`src/rtl/icre_pkg.sv`:
```
// Shared types, codes and helpers for the int8 3x3 convolution engine.
package icre_pkg;

    localparam int LANES  = 8;
    localparam int KERNEL = 3;
    localparam int TAPS   = KERNEL * KERNEL;

    localparam int DEF_MAX_HEIGHT       = 64;
    localparam int DEF_MAX_WIDTH        = 64;
    localparam int DEF_MAX_IN_CHANNELS  = 32;
    localparam int DEF_MAX_OUT_CHANNELS = 64;

    localparam int CFG_IDX_W  = 2;
    localparam int CFG_DATA_W = 7;

    typedef enum logic [CFG_IDX_W-1:0] {
        CFG_HEIGHT   = 2'd0,
        CFG_WIDTH    = 2'd1,
        CFG_IN_CH    = 2'd2,
        CFG_OUT_CH   = 2'd3
    } t_cfg_idx;

    typedef enum logic [1:0] {
        MODE_ACT   = 2'd0,
        MODE_WGT   = 2'd1,
        MODE_BIAS  = 2'd2,
        MODE_QUERY = 2'd3
    } t_mode;

    typedef struct packed {
        logic [1:0]        mode;
        logic [5:0]        row;
        logic [5:0]        col;
        logic [4:0]        in_channel;
        logic [5:0]        out_channel;
        logic [3:0]        tap;
        logic signed [7:0] value;
    } t_in_word;

    typedef struct packed {
        logic [5:0] out_row;
        logic [5:0] out_col;
        logic [5:0] channel_base;
        logic       in_range;
        logic [6:0] result_0;
        logic [6:0] result_1;
        logic [6:0] result_2;
        logic [6:0] result_3;
        logic [6:0] result_4;
        logic [6:0] result_5;
        logic [6:0] result_6;
        logic [6:0] result_7;
    } t_out_word;

    typedef enum logic [2:0] {
        ST_IDLE,
        ST_INIT,
        ST_RUN,
        ST_DRAIN,
        ST_EMIT
    } t_state;

    // controller -> datapath
    typedef struct packed {
        logic accept;
        logic init;
        logic step;
        logic emit;
    } t_ctl;

    // datapath -> controller
    typedef struct packed {
        logic last;
        logic nin_zero;
        logic pipe_empty;
    } t_sts;

    // channel group of a 6-bit channel number (floor of v / LANES), by table compare
    function automatic logic [5:0] grp_of(input logic [5:0] v);
        logic [5:0] g;
        g = '0;
        for (int k = 0; k < 64; k++) begin
            if (k * LANES <= int'(v)) begin
                g = 6'(k);
            end
        end
        return g;
    endfunction

endpackage

```
`src/rtl/icre_ctrl.sv`:
```
// Sequencer for one query: bias load, multiply-accumulate sweep, drain, emit.
module icre_ctrl
    import icre_pkg::*;
(
    input  logic     i_clk,
    input  logic     i_rst_n,
    input  logic     start,
    input  t_mode    i_mode,
    input  t_sts     i_sts,
    output t_ctl     o_ctl,
    output logic     busy
);

    t_state r_state;
    t_state n_state;

    always_ff @(posedge i_clk) begin
        if (!i_rst_n) begin
            r_state <= ST_IDLE;
        end else begin
            r_state <= n_state;
        end
    end

    always_comb begin
        n_state = r_state;
        case (r_state)
            ST_IDLE: begin
                if (start && i_mode == MODE_QUERY) n_state = ST_INIT;
            end
            ST_INIT: begin
                n_state = i_sts.nin_zero ? ST_DRAIN : ST_RUN;
            end
            ST_RUN: begin
                if (i_sts.last) n_state = ST_DRAIN;
            end
            ST_DRAIN: begin
                if (i_sts.pipe_empty) n_state = ST_EMIT;
            end
            ST_EMIT: begin
                n_state = ST_IDLE;
            end
            default: n_state = ST_IDLE;
        endcase
    end

    always_comb begin
        o_ctl = '0;
        busy  = 1'b1;
        case (r_state)
            ST_IDLE: begin
                busy         = 1'b0;
                o_ctl.accept = start;
            end
            ST_INIT:  o_ctl.init = 1'b1;
            ST_RUN:   o_ctl.step = 1'b1;
            ST_DRAIN: o_ctl      = '0;
            ST_EMIT:  o_ctl.emit = 1'b1;
            default:  o_ctl      = '0;
        endcase
    end

endmodule

```
`config.mk`:
```
export PLATFORM = sky130hd
export DESIGN_NAME = icre_ctrl
export DESIGN_NICKNAME = d
export VERILOG_FILES = /design/src/rtl/icre_pkg.sv /design/src/rtl/icre_ctrl.sv
export SDC_FILE = /design/constraint.sdc
export NUM_CORES = 1
export LEC_CHECK = 0
export BUFFER_PORTS_ARGS = -buffer_cell sky130_fd_sc_hd__buf_2
export CAP_MARGIN = 20
export CORE_AREA = 10 10 47 49
export DETAILED_ROUTE_END_ITERATION = 7
export DIE_AREA = 0 0 57 59
export GPL_ROUTABILITY_DRIVEN = 0
export RECOVER_POWER = 100
export SLEW_MARGIN = 10
export SYNTH_ARGS = -nofsm -noshare
export SYNTH_HDL_FRONTEND = slang
export SYNTH_SLANG_ARGS = --single-unit
```
`constraint.sdc`:
```
create_clock -name i_clk -period 1.2 [get_ports i_clk]
set_input_delay 0.06 -clock i_clk [delete_from_list [all_inputs] [get_ports i_clk]]
set_output_delay 0.06 -clock i_clk [all_outputs]
set_load 0.005 [all_outputs]
```
==> metrics <==
cell count after synthesis 22; Area growth, synth to finish 64.8%; Initial Utilization 0.147; crit path DAT 1.14 ns; fin nets 49; reg-to-reg startpoint r_state[1]; min-delay worst type in2reg; vias in the first global route 228; Reg2Reg Depth 3; Worst R2R End r_state[0]; CTS buffer count 3; final instance area 340 um^2; syn avg cell area 9.38 um^2; detailed-route via count 227; max cap viols 0; slew of the pin with the lowest slew margin 0.258 ns; clock power share 0.380; Largest stage delay, worst path 0.38 ns; Core Rows 14; Startpoint Class register; Critical Path RT 1.14 ns; Layout fillers 171; Yosys warnings 0; Synth cell types 17; antenna-violating nets left 0; maximum vdd ir drop 501 uV; drt via density 4.05; Power Internal 0.333 mW; Reg power frac 0.260; htree depth 1; worst setup path category reg2out; top cells by area, synth dfxtp_1 (29%), a2111oi_2 (7.3%), a311oi_2 (7.3%); drt wl/cell 12.2 um; Overall Global Routing Usage 0.0405; Synth top area share 0.291; Worst R2R Setup Slack 0.09 ns; Cell Pwr Density 1400 nW/um^2; crit path to o_ctl[3]; Root Buffer clkbuf_4; Net Switching 0.142 mW; RSZ-0062 raised after global routing true; Slew Limit Fails 0; Ports 13; Port Buffers 12; global-route wire length before repair 1030 um; smallest hold slack 0.0658 ns; Die H 59 um; final count of hold timing violations 0; Antenna diodes 0; initial antenna violation count 0; DRC Markers 0; largest net degree at the start of global routing 8; Max Freq 0.834 GHz; Post-Syn Area 206 um^2; CP max-delay cell or3_4; clock latency on the worst-skew pair 0.24 ns; Placed Cells 50; clock sink count 3; sequential element share of the synthesized area 0.291; Regs by FF count r_state (3); final core utilization 0.243; syn nets 30; max reg flops 3; post-synthesis register bit count 3; post-route setup slack 0.000324 ns; P_leak 0.146 nW; Max-slew headroom 0.828; worst path cell trace or3_4 > nor2_1 > buf_2; share of cells above drive strength 1 0.650; Most flops, register r_state; Die W 57 um; Synth area leader dfxtp_1; worst-case clock buffer depth 2; Logic pwr share 0.360; Placed Area 283 um^2; DRT iter0 DRCs 1; CP Depth 3; final clock skew 0.00690 ns; Worst setup startpoint r_state[2]; number of iterations in the first detailed-routing pass 2; Crit. End Element output pin; status finished clean; global route overflow 0; Sw Share 0.300; Core Region 1400 um^2; delay-heaviest family, CP simple AND/OR/NAND/NOR gates; die area 3360 um^2; CTS tree built; post-route non-filler standard cell count 56; total wire length 683 um; WP buf/inv 1; dpl ws 0.114 ns; Period minus WS final 1.20 ns; final setup fails 0; Reg clk slew, reported paths 0.04 ns; period utilisation layout 1.00; worst-path fanout max 2; placed wire-length estimate 522 um
-- cells in the mapped netlist --
cell       n
o21a_1     1
inv_1      2
nor2b_4    1
nor3_1     1
nor2_1     3
nand3_1    1
nor3b_1    1
a2111oi_2  1
nand2b_2   1
or3_1      1
o211ai_1   1
a31oi_1    1
nor3b_2    1
buf_6      1
dfxtp_1    3
nand2b_1   1
a311oi_2   1
-- timing repair --
item | CTS | global route
hold buffers | 0 | 0
gates resized for setup | 5 | 1
endpoints found under the setup margin | 2 | 2
buffers inserted | 2 | 0
-- worst reg2reg max path: cells and delay by family, from the launching register on --
| family | cells | cell delay [ns] |
|---|---|---|
| simple gates | 1 | 0.19 |
| flops | 1 | 0.34 |
| compound gates | 2 | 0.50 |
-- worst min-delay path by stage --
stage | startpoint | end | slack [ns] | cells after the start
detailed placement | i_rst_n | r_state[0] | 0.30 | 2
floorplan | i_sts[0] | r_state[1] | 0.17 | 1
global placement | i_rst_n | r_state[0] | 0.30 | 2
global route | i_sts[0] | r_state[1] | 0.06 | 2
CTS | i_sts[0] | r_state[1] | 0.05 | 2
finish | i_sts[0] | r_state[1] | 0.07 | 2
-- power groups by stage --
stage | sequential (mW) | combinational, mW | clock [mW]
global route | 0.126 | 0.188 | 0.198
global placement | 0.135 | 0.139 | 0
detailed placement | 0.136 | 0.141 | 0
finish | 0.124 | 0.171 | 0.181
CTS | 0.124 | 0.171 | 0.190
floorplan | 0.128 | 0.0970 | 0
-- cell usage in the layout (no fill, tap or decap) --
cell type	netlist	routed
dfxtp_4	0	2
a311oi_2	1	1
nand3_1	1	1
buf_2	0	12
o211ai_1	1	1
nor3b_2	1	1
clkbuf_4	0	3
nand2b_2	1	1
nor2_1	3	3
nand2b_4	0	1
a31oi_1	1	1
clkbuf_1	0	2
dfxtp_1	3	1
buf_4	0	2
o21a_1	1	1
nor2b_4	1	1
or3_4	0	1
inv_1	2	2
nor3_1	1	1
a2111oi_2	1	1
nor3b_1	1	1
-- stage by stage --
step	setup TNS [ns]	power (mW)
2_1_floorplan	0	0.225
3_3_place_gp	0	0.275
3_5_place_dp	0	0.276
4_1_cts	-0.0138	0.485
5_1_grt	-0.112	0.512
6_report	0	0.475
-- cell families after synthesis --
kind of cell | after synthesis | synth area share
compound gates | 5 | 0.248
buf+inv | 3 | 0.0909
flops | 3 | 0.291
simple gates | 11 | 0.370
-- cell type report --
cell class | count | area, um^2 | area share
sequential | 3 | 67.6 | 0.199
inverter | 2 | 7.51 | 0.0221
tap | 16 | 20.0 | 0.0588
multi-input combinational | 16 | 140 | 0.412
clock buffer | 4 | 26.3 | 0.0772
timing repair buffer | 15 | 78.8 | 0.232
-- metal layers --
layer,wire (um),share of wire,global-route usage
met5,0,0,0
met4,0,0,0.0302
met3,31,0.045,0.0236
met2,377,0.55,0.0713
met1,274,0.40,0.0330
Power figures use the tool's default switching activity.
